--- src/hdl/mclb_pkg.sv ---
// ----------------------------------------------------------------------------
// mclb_pkg: shared types and constants of the LED blinker
// Holds the transaction structs, the command codes and the cell interfaces.
// ----------------------------------------------------------------------------
package mclb_pkg;

  // Field widths fixed by the command format.
  localparam int unsigned MODE_W = 3;
  localparam int unsigned POS_W  = 5;
  localparam int unsigned WORD_W = 32;

  // Command codes.
  localparam logic [MODE_W-1:0] MODE_SET     = 3'd0;
  localparam logic [MODE_W-1:0] MODE_TOGGLE  = 3'd1;
  localparam logic [MODE_W-1:0] MODE_ENABLE  = 3'd2;
  localparam logic [MODE_W-1:0] MODE_DISABLE = 3'd3;
  localparam logic [MODE_W-1:0] MODE_TICK    = 3'd4;

  // Input transaction.
  typedef struct packed {
    logic [MODE_W-1:0] mode;
    logic [POS_W-1:0]  position;
    logic              level;
    logic [WORD_W-1:0] period_ms;
    logic [WORD_W-1:0] now_ms;
  } in_item_t;

  // Result transaction.
  typedef struct packed {
    logic [WORD_W-1:0] led_pattern;
    logic              pattern_driven;
  } out_item_t;

  // Command broadcast to every cell.
  typedef struct packed {
    logic              valid;
    logic [MODE_W-1:0] mode;
    logic [POS_W-1:0]  position;
    logic              level;
    logic [WORD_W-1:0] period_ms;
    logic [WORD_W-1:0] now_ms;
  } cell_cmd_t;

  // Tick token passed from cell to cell.
  typedef struct packed {
    logic              valid;
    logic [WORD_W-1:0] now_ms;
    logic              toggled;
  } token_t;

endpackage

--- src/hdl/mclb_cell.sv ---
// ----------------------------------------------------------------------------
// mclb_cell: state of one LED
// Holds the LED level, blink enable, period and last toggle time, applies
// addressed commands, and evaluates the tick token as it passes.
// ----------------------------------------------------------------------------
module mclb_cell #(
  parameter int unsigned INDEX = 0
) (
  input  logic               clk,
  input  logic               rst_n,
  input  mclb_pkg::cell_cmd_t cmd,
  input  mclb_pkg::token_t   tok_in,
  output mclb_pkg::token_t   tok_out,
  output logic               led
);

  logic                        led_r, led_nxt;
  logic                        en_r, en_nxt;
  logic [mclb_pkg::WORD_W-1:0] period_r, period_nxt;
  logic [mclb_pkg::WORD_W-1:0] last_r, last_nxt;
  mclb_pkg::token_t            tok_r, tok_nxt;
  logic                        hit;
  logic                        fire;
  logic [mclb_pkg::WORD_W-1:0] elapsed;

  // This cell is addressed by the broadcast command.
  assign hit = cmd.valid && (cmd.position == mclb_pkg::POS_W'(INDEX));

  // Elapsed time wraps modulo the word size.
  assign elapsed = tok_in.now_ms - last_r;
  assign fire    = tok_in.valid && en_r && (elapsed >= period_r);

  // Next-state logic for commands and the passing token.
  always_comb begin
    led_nxt    = led_r;
    en_nxt     = en_r;
    period_nxt = period_r;
    last_nxt   = last_r;
    if (hit) begin
      case (cmd.mode)
        mclb_pkg::MODE_SET: begin
          en_nxt  = 1'b0;
          led_nxt = cmd.level;
        end
        mclb_pkg::MODE_TOGGLE: begin
          en_nxt  = 1'b0;
          led_nxt = ~led_r;
        end
        mclb_pkg::MODE_ENABLE: begin
          en_nxt     = 1'b1;
          period_nxt = cmd.period_ms;
          last_nxt   = cmd.now_ms;
        end
        mclb_pkg::MODE_DISABLE: begin
          en_nxt  = 1'b0;
          led_nxt = 1'b0;
        end
        default: begin
        end
      endcase
    end else if (fire) begin
      led_nxt  = ~led_r;
      last_nxt = tok_in.now_ms;
    end
    tok_nxt         = tok_in;
    tok_nxt.toggled = tok_in.toggled | fire;
  end

  // Control state is reset; period and time are payload.
  always_ff @(posedge clk) begin
    if (!rst_n) begin
      led_r       <= 1'b0;
      en_r        <= 1'b0;
      tok_r.valid <= 1'b0;
    end else begin
      led_r       <= led_nxt;
      en_r        <= en_nxt;
      tok_r.valid <= tok_nxt.valid;
    end
    period_r      <= period_nxt;
    last_r        <= last_nxt;
    tok_r.now_ms  <= tok_nxt.now_ms;
    tok_r.toggled <= tok_nxt.toggled;
  end

  assign tok_out = tok_r;
  assign led     = led_r;

endmodule

--- config.mk ---
export PLATFORM = sky130hd
export DESIGN_NAME = mclb_cell
export DESIGN_NICKNAME = d
export VERILOG_FILES = /design/src/hdl/mclb_pkg.sv /design/src/hdl/mclb_cell.sv
export SDC_FILE = /design/constraint.sdc
export NUM_CORES = 1
export LEC_CHECK = 0
export ABC_AREA = 0
export BUFFER_PORTS_ARGS = -buffer_cell sky130_fd_sc_hd__buf_2
export CAP_MARGIN = 25
export CELL_PAD_IN_SITES_DETAIL_PLACEMENT = 2
export CELL_PAD_IN_SITES_GLOBAL_PLACEMENT = 2
export CORE_MARGIN = 4
export CORE_UTILIZATION = 30
export DETAILED_ROUTE_END_ITERATION = 10
export PLACE_DENSITY = 0.85
export SLEW_MARGIN = 15
export SYNTH_ARGS = -nofsm -noshare
export SYNTH_HDL_FRONTEND = slang
export SYNTH_SLANG_ARGS = --single-unit
--- constraint.sdc ---
create_clock -name clk -period 6.1 [get_ports clk]
set_input_delay 1.22 -clock clk [delete_from_list [all_inputs] [get_ports clk]]
set_output_delay 1.22 -clock clk [all_outputs]
set_load 0.005 [all_outputs]
==> results of run 1 <==
## kinds of logic after synthesis
family	after synthesis	synth area share, %
adders and majority gates	64	14.1
DFF	100	46.0
buffers and inverters	83	5.42
AOI/OAI and AO/OA	131	14.5
muxes	34	6.64
and+or+nand+nor	119	9.94
xor gates and xnor gates	23	3.50
## state kept, by name (all words and copies together), names as in the netlist
register / flops
tok_out: 34
en_r: 1
period_r: 32
led: 1
last_r: 32
## cell type report
type / instances / area, um2
sequential: 100 / 2640
fill: 2087 / 11700
clock inverter: 5 / 77.6
clock buffer: 10 / 229
multi-input combinational: 371 / 2820
tap: 234 / 293
inverter: 75 / 282
timing repair buffer: 147 / 743
## how the worst min path moves through the flow
stage / from / to / slack, ns / cells after the start
floorplan: en_r / tok_out[0] / 0.44 / 2
global placement: led / led / 0.47 / 2
detailed placement: led / led / 0.49 / 2
CTS: led / led / 0.50 / 2
global route: led / led / 0.51 / 2
finish: led / led / 0.50 / 2
## placed cells by master (no fill, tap or decap), types with 4 or more instances in the layout
cell       instances
clkbuf_16          9
and3_1             4
xnor2_1           15
o21a_1             6
o21ai_0           25
nand4_1            5
nor2b_1            5
a21o_1             8
o31ai_1            5
dfxtp_1           36
and2_1             5
mux2_2            33
edfxtp_1          64
nand3_1           11
buf_2            144
o21bai_1           7
xor2_1             8
a211oi_1           4
inv_1             75
nand2_1           35
ha_1              63
a21oi_1           47
nor2_1            31
nor3_1            11
## metal layers
layer / track usage, % / part of all wire, %
met5: 0 / 0.079
met4: 3.48 / 0.94
met3: 3.66 / 4.6
met2: 28.2 / 50
met1: 19.0 / 44
## stage by stage
step           util, %  std cells  setup slack (ns)  power (mW)
3_5_place_dp      36.1        927             0.146       0.980
5_1_grt           37.7        942             0.140        1.65
3_3_place_gp      36.1        927             0.283       0.969
2_1_floorplan        -        554             0.224       0.882
6_report          37.7        942             0.475        1.57
4_1_cts           37.7        942             0.463        1.60
## power by group
group	internal, mW	switching, mW
clock network	0.356	0.249
registers	0.731	0.00293
logic	0.106	0.123
total	1.19	0.374
## worst min-delay path, stage by stage, from the launching register on
cell,delay (ns)
dfxtp_1,0.33
nand2_1,0.06
mux2i_1,0.05
==> flow_summary.ini, run 1 <==
[worst_setup_path]
timing.critical_path.mode_cell = a21oi_1
setup.worst_path.end = last_r[10]
cpPeakStageDelay_ns = 0.54
critical_path_buf_inv_count = 2
setup.worst_path.class = in2reg
reg2regPathDepth = 17
crit_path_start = tok_in[18]
cp_top_family = compound AO/OA/AOI/OAI gates
start_kind = input pin
cp.arrival_ns = 5.67
r2r_end = last_r[10]
cp_cell_sequence = buf_2 > ha_1 > a21oi_1 > a21oi_1 > nor3_1 > nand2_1 > o21ai_1 > o221ai_1 > xor2_1 > ha_1 > a21oi_1 > o21ai_0 > a211oi_1 > o31ai_1 > a21oi_1 > o21bai_4 > buf_4
rrSetupSlack_ns = 1.11
crit_fanout = 12
critical_path_depth = 17
end_kind = flip-flop
cp.required_ns = 6.15
slowest_stage = a21oi_1
reg2reg_from = last_r[17]

[die]
fp.dieH_um = 146
start_util_pct = 30.6
pin_count = 145
die_w_um = 146
core_um2 = 18800
rows = 50
dieArea_um2 = 21400

[synthesis]
synthFlopType = edfxtp_1
yosysSeqAreaShare_pct = 46.0
async_flop_share_pct = 0
synth_nets = 728
synthesis.instances = 554
synth_common_cells = inv_1, edfxtp_1, ha_1
synth_top_area_share_pct = 33.4
synth.largest_area_cell = edfxtp_1
synth_edf_count = 64
synth_warnings = 0
syn_avg_cell_area_um2 = 10.4
synth.top_cells.by_area = edfxtp_1, ha_1, dfxtp_1
synth_area_um2 = 5750
synth_cell_types = 52
synth_most_common_cell = inv_1
ys_ff_latch = 100

[finish]
final_layout_size_suffix_gt1_share_pct = 28.8
diodes = 0
nNetsFinal = 878
finalInstanceArea_um2 = 7080
areaGrowthSynthToFinish_pct = 23.2

[global_routing]
grt_max_degree = 38
grt_pass1_vias = 5314
grt.total_usage_pct = 15.6
antenna_found_initial = 1
grt_overflow = 0
grt_pass1_wl_mm = 27.1

[sta]
drv_slew = 0
fmax_ghz = 0.178
maxSlewHeadroom_pct = 36.5
worst_slew_pin_slew_ns = 0.950
finalHoldViolations = 0
whs_ns = 0.496
rsz0062_at_grt = no
min_period_ns = 5.63
finalSetupTns_ns = 0
finalClockSkew_ns = 0.00986
fin_crit_sh_pct = 92.2
setup_viol = 0

[drt]
viasPerCell = 4.95
via_count = 4665
drt_iter0_drc = 165
drc = 0
wl_per_cell_um = 17.5
postRouteAntennaNets = 0
dr.pass1.iters = 4
wirelength_mm = 16.5

[clocking]
clock_sinks = 100
numCtsBuffers = 9
htreeDepth = 3
post_cts_buffers = 0
cts-root-buf = clkbuf_16
path_clk_slew_ns = 0.07
cts_hold_buf = 0
cts_tree = built
ctsLongestPathBuffers = 2
clkLatencyLatePin_ns = 0.35
cts.repair.resized = 0

[placed_design]
io_buffer_count = 144
place_area_um2 = 6780
hpwl_mm = 13.2
place.gp.congestion = 0.807

[power]
ir_drop_uv = 136
power_density_nw_per_um2 = 221
p_leak_nw = 3.21

[flow_run]
drv_cap = 0

[worst_hold_path]
hp-class = reg2reg

[run_status]
status = finished clean
(Power assumes the default switching activity.)
==> run 2, diff against run 1 <==
--- a/config.mk
+++ b/config.mk
@@ -13,7 +13,7 @@
 export CORE_MARGIN = 4
 export CORE_UTILIZATION = 30
 export DETAILED_ROUTE_END_ITERATION = 10
-export PLACE_DENSITY = 0.85
+export PLACE_DENSITY = 0.84
 export SLEW_MARGIN = 15
 export SYNTH_ARGS = -nofsm -noshare
 export SYNTH_HDL_FRONTEND = slang
==> flow_summary.ini, run 2 (synthesized netlist as in run 1, its figures left out) <==
[drt]
via_count = 4694
postRouteAntennaNets = 0
drt_iter0_drc = 172
drc = 0
viasPerCell = 4.97
wirelength_mm = 17.7
dr.pass1.iters = 4
wl_per_cell_um = 18.7

[worst_setup_path]
cp.required_ns = 6.14
cp.arrival_ns = 5.20
end_kind = flip-flop
start_kind = input pin
crit_fanout = 32
setup.worst_path.class = in2reg

[run_status]
status = finished clean

[clocking]
htreeDepth = 3
clkLatencyLatePin_ns = 0.36
numCtsBuffers = 9
cts.repair.resized = 0
clock_sinks = 100
cts-root-buf = clkbuf_16
path_clk_slew_ns = 0.07
cts_tree = built
ctsLongestPathBuffers = 2
cts_hold_buf = 0
post_cts_buffers = 0

[finish]
largest_reg_flops = 34
final_cell_mix = buf_2, inv_1, edfxtp_1, ha_1, a21oi_1
final_layout_size_suffix_gt1_share_pct = 28.9
nNetsFinal = 878
areaGrowthSynthToFinish_pct = 23.2
fill_cells = 2124
final_common_cell = buf_2
finalInstanceArea_um2 = 7090

[die]
fp.dieH_um = 146
dieArea_um2 = 21400
start_util_pct = 30.6
core_um2 = 18800
die_w_um = 146
pin_count = 145
rows = 50

[sta]
finalHoldViolations = 0
setup_viol = 0
finalClockSkew_ns = 0.0102
drv_slew = 0
min_period_ns = 5.15
rsz0062_at_grt = no
finalSetupTns_ns = 0
fin_crit_sh_pct = 84.5
maxSlewHeadroom_pct = 58.0
worst_slew_pin_slew_ns = 0.625
fmax_ghz = 0.194

[global_routing]
grt_pass1_wl_mm = 28.3
grt_max_degree = 38
grt_pass1_vias = 5328
antenna_found_initial = 1
grt_overflow = 0
grt.total_usage_pct = 16.5

[placed_design]
hpwl_mm = 14.1
place.gp.congestion = 0.805
place_area_um2 = 6780
io_buffer_count = 144

[power]
ir_drop_uv = 127
power_density_nw_per_um2 = 214
power_mw = 1.51
p_leak_nw = 3.21

[worst_hold_path]
hp-class = reg2reg

[flow_run]
drv_cap = 0
## run 2: cell count changes in the layout (fill, tap and decap cells not counted), sizes merged
cell / before / now
clkinv: 2 / 5
bufinv: 2 / 0
clkbuf: 10 / 9
diode: 0 / 1
inv: 75 / 76
## run 2: metal layers
metal / wire [um] / part of all wire [%] / GRT usage, %
met5: 9 / 0.051 / 0
met4: 250 / 1.4 / 4.33
met3: 790 / 4.5 / 3.66
met2: 9190 / 52 / 30.3
met1: 7430 / 42 / 19.5
## run 2: final cells by class
class,count,area [um2],area share [%]
diodes,1,2.50,0.0353
well taps,234,293,4.13
flip-flops and latches,100,2640,37.3
inverters,75,282,3.97
repair buffers,147,776,10.9
clock inverters,7,51.3,0.724
clock buffers,9,225,3.18
multi-input cells,371,2820,39.7
## run 2: critical path: stages
cell      delay (ns)
buf_2           0.10
inv_1           0.04
ha_1            0.20
inv_1           0.07
fa_1            0.23
a21oi_1         0.11
or3b_4          0.44
a21boi_0        0.28
o21ai_0         0.16
a21boi_0        0.28
o21ai_0         0.13
a211oi_1        0.35
ha_1            0.20
nand2_1         0.05
o21ai_0         0.27
a41oi_1         0.10
o31ai_1         0.28
a21oi_1         0.20
o21bai_4        0.20
buf_12          0.23
## run 2: where the power goes
part	switching [mW]	total (mW)	leakage [nW]	internal (mW)
clock	0.267	0.545	0.133	0.278
sequential	0.00323	0.734	0.878	0.731
combinational	0.127	0.234	2.20	0.107
total	0.397	1.51	3.21	1.12
## run 2: path summary, 6_finish.rpt
path / cells past startpoint / endpoint / slack, ns / startpoint
max: 20 / last_r[17] / 0.95 / tok_in[1]
min: 2 / tok_out[0] / 0.50 / en_r
max reg2reg: 18 / last_r[17] / 1.56 / last_r[0]
min reg2reg: 2 / tok_out[0] / 0.50 / en_r
## run 2: stage by stage
stage | hold WS [ns] | std cells | setup WS (ns) | util (%)
final | 0.499 | 944 | 0.946 | 37.8
after global routing | 0.517 | 943 | 0.564 | 37.7
after CTS | 0.510 | 942 | 0.885 | 37.6
after detailed placement | 0.498 | 926 | 0.543 | 36.1
after global placement | 0.488 | 926 | 0.851 | 36.1
after floorplan | 0.440 | 554 | 0.224 | -
==> run 3, diff against run 2 <==
--- a/config.mk
+++ b/config.mk
@@ -5,15 +5,15 @@
 export SDC_FILE = /design/constraint.sdc
 export NUM_CORES = 1
 export LEC_CHECK = 0
-export ABC_AREA = 0
+export ABC_AREA = 1
 export BUFFER_PORTS_ARGS = -buffer_cell sky130_fd_sc_hd__buf_2
 export CAP_MARGIN = 25
 export CELL_PAD_IN_SITES_DETAIL_PLACEMENT = 2
 export CELL_PAD_IN_SITES_GLOBAL_PLACEMENT = 2
 export CORE_MARGIN = 4
-export CORE_UTILIZATION = 30
+export CORE_UTILIZATION = 32
 export DETAILED_ROUTE_END_ITERATION = 10
-export PLACE_DENSITY = 0.84
+export PLACE_DENSITY = 0.89
 export SLEW_MARGIN = 15
 export SYNTH_ARGS = -nofsm -noshare
 export SYNTH_HDL_FRONTEND = slang
==> constraint.sdc (replaced) <==
create_clock -name clk -period 5.24 [get_ports clk]
set_input_delay 1.048 -clock clk [delete_from_list [all_inputs] [get_ports clk]]
set_output_delay 1.048 -clock clk [all_outputs]
set_load 0.005 [all_outputs]
==> flow_summary.ini, run 3 <==
[run_status]
status = finished clean

[placed_design]
place.gp.congestion = 0.817
io_buffer_count = 144
preCtsSetupSlack_ns = 0.410
hpwl_mm = 16.1

[power]
power_density_nw_per_um2 = 248
p_leak_nw = 3.61
ir_drop_uv = 157

[synthesis]
synth_most_common_cell = nand2_1
synth_warnings = 0
synth.top_cells.by_area = edfxtp_1, ha_1, dfxtp_1
ys_ff_latch = 100
synthesis.instances = 696
synth_common_cells = nand2_1, inv_1, edfxtp_1
synth_cell_types = 37
async_flop_share_pct = 0
yosysSeqAreaShare_pct = 44.5
synth_area_um2 = 5940
syn_avg_cell_area_um2 = 8.53
synthFlopType = edfxtp_1
synth_edf_count = 64
synth.largest_area_cell = edfxtp_1
synth_top_area_share_pct = 32.4
synth_nets = 870

[worst_setup_path]
timing.critical_path.mode_cell = nand2_1
end_kind = flip-flop
crit_path_start = tok_in[1]
critical_path_depth = 23
slowest_stage = fa_1
cp.arrival_ns = 4.51
crit_fanout = 32
cp.required_ns = 5.24
reg2reg_from = last_r[0]
reg2regPathDepth = 21
critical_path_buf_inv_count = 4
setup.worst_path.class = in2reg
cp_top_family = simple AND/OR/NAND/NOR gates
cp_cell_sequence = buf_2 > inv_1 > ha_1 > inv_1 > fa_1 > nand3_1 > nand2_1 > a21oi_2 > o21ai_2 > a21oi_2 > o21ai_1 > nand2_1 > nand2_1 > ha_1 > nand2_1 > nor2_1 > nand2_1 > nor2_1 > nand2_1 > nand2_1 > nand3_1 > nand2_1 > buf_4
rrSetupSlack_ns = 1.26
start_kind = input pin
cpPeakStageDelay_ns = 0.43
setup.worst_path.end = last_r[29]
r2r_end = last_r[29]

[clocking]
post_cts_buffers = 0
htreeDepth = 3
path_clk_slew_ns = 0.08
clock_sinks = 100
numCtsBuffers = 9
clkLatencyLatePin_ns = 0.36
cts_hold_buf = 0
cts_tree = built
ctsLongestPathBuffers = 2
cts.repair.resized = 0
cts-root-buf = clkbuf_16

[sta]
fin_crit_sh_pct = 85.9
finalClockSkew_ns = 0.0153
worst_slack_ns = 0.738
worst_slew_pin_slew_ns = 0.533
finalHoldViolations = 0
min_period_ns = 4.50
drv_slew = 0
rsz0062_at_grt = no
fmax_ghz = 0.222
maxSlewHeadroom_pct = 64.3
setup_viol = 0
finalSetupTns_ns = 0

[flow_run]
drv_cap = 0

[drt]
drc = 0
viasPerCell = 4.94
postRouteAntennaNets = 0
wl_per_cell_um = 18.7
wirelength_mm = 20.2
dr.pass1.iters = 4
drt_iter0_drc = 219
via_count = 5352

[finish]
areaGrowthSynthToFinish_pct = 22.1
largest_reg_flops = 34
final_layout_size_suffix_gt1_share_pct = 22.4
final_cell_mix = nand2_1, buf_2, inv_1, edfxtp_1, ha_1
final_common_cell = nand2_1
seqCellArea_um2 = 2640
multi_input_area_um2 = 2820
nNetsFinal = 1022
fill_cells = 2077

[global_routing]
grt_overflow = 0
grt_max_degree = 36
antenna_found_initial = 2
grt_pass1_vias = 6064
grt_pass1_wl_mm = 31.9
grt.total_usage_pct = 20.0

[die]
rows = 49
start_util_pct = 32.8
core_um2 = 18100
die_w_um = 144
fp.dieH_um = 144
pin_count = 145
dieArea_um2 = 20800

[worst_hold_path]
hp-class = reg2reg
min_from = en_r
[run 3: cell count changes after synthesis, moves of 6 or more]
| cell | change |
|---|---|
| inv_1 | +42 |
| mux2_2 | -33 |
| nand2_1 | +149 |
| nand2_2 | +6 |
| nor2_1 | +18 |
| nor3_1 | -6 |
| o21ai_0 | -7 |
| o21ai_1 | +7 |
| xnor2_1 | -7 |
| xor2_1 | +9 |
[run 3: report_power, final]
part           total (mW)  internal (mW)  leakage [nW]  switching, mW
Combinational       0.297          0.119          2.60          0.178
Clock               0.648          0.327         0.133          0.320
Sequential          0.855          0.851         0.878        0.00374
Total                1.80           1.30          3.61          0.502
[run 3: kinds of logic after synthesis]
group                    count (synthesis)  synth area share [%]
AO/OA/AOI/OAI                          109                  11.3
XOR/XNOR                                27                  4.24
adder cells (fa/ha/maj)                 64                  13.6
buffers and inverters                  127                  8.05
flip-flops                             100                  44.5
AND/OR/NAND/NOR                        269                  18.3
[run 3: worst register-to-register path: stages (launching register included)]
cell and delay [ns]:
edfxtp_1 0.34, ha_1 0.14, inv_1 0.07, fa_1 0.43
nand3_1 0.13, nand2_1 0.16, a21oi_2 0.27, o21ai_2 0.13
a21oi_2 0.20, o21ai_1 0.09, nand2_1 0.08, nand2_1 0.07
ha_1 0.28, nand2_1 0.06, nor2_1 0.11, nand2_1 0.08
nor2_1 0.12, nand2_1 0.06, nand2_1 0.15, nand3_1 0.15
nand2_1 0.10, buf_4 0.41
[run 3: layer usage]
layer | routed length, um | part of all wire [%] | up-vias | track usage (%)
met5 | 18 | 0.089 | - | 0
met3 | 800 | 4.0 | 21 | 3.51
met2 | 10300 | 51 | 126 | 35.4
met1 | 8780 | 43 | 2638 | 24.7
met4 | 337 | 1.7 | 2 | 6.38
li1 | - | - | 2565 | -
[run 3: worst min-delay path by stage]
stage / end / slack (ns) / cells after the start
finish: en_r / 0.51 / 1
global route: en_r / 0.54 / 1
CTS: en_r / 0.51 / 1
detailed placement: en_r / 0.49 / 1
global placement: en_r / 0.48 / 1
floorplan: en_r / 0.47 / 1
[run 3: per-stage QoR]
step | cell area [um2] | power [mW] | util (%) | hold WS, ns | std cells
floorplan | 5940 | 1.04 | - | 0.472 | 696
global placement | 6950 | 1.14 | 38.4 | 0.482 | 1065
detailed placement | 6950 | 1.17 | 38.4 | 0.495 | 1065
CTS | 7220 | 1.82 | 39.9 | 0.513 | 1081
global route | 7250 | 1.89 | 40.1 | 0.543 | 1083
finish | 7250 | 1.80 | 40.1 | 0.510 | 1083
[run 3: final cells by class]
cell class | count | share of cell area [%]
clock buffers | 10 | 3.16
clock inverters | 6 | 0.621
diodes | 1 | 0.0345
repair buffers | 148 | 10.6
multi-input cells | 469 | 38.9
flip-flops and latches | 100 | 36.5
well taps | 229 | 3.95
inverters | 120 | 6.21
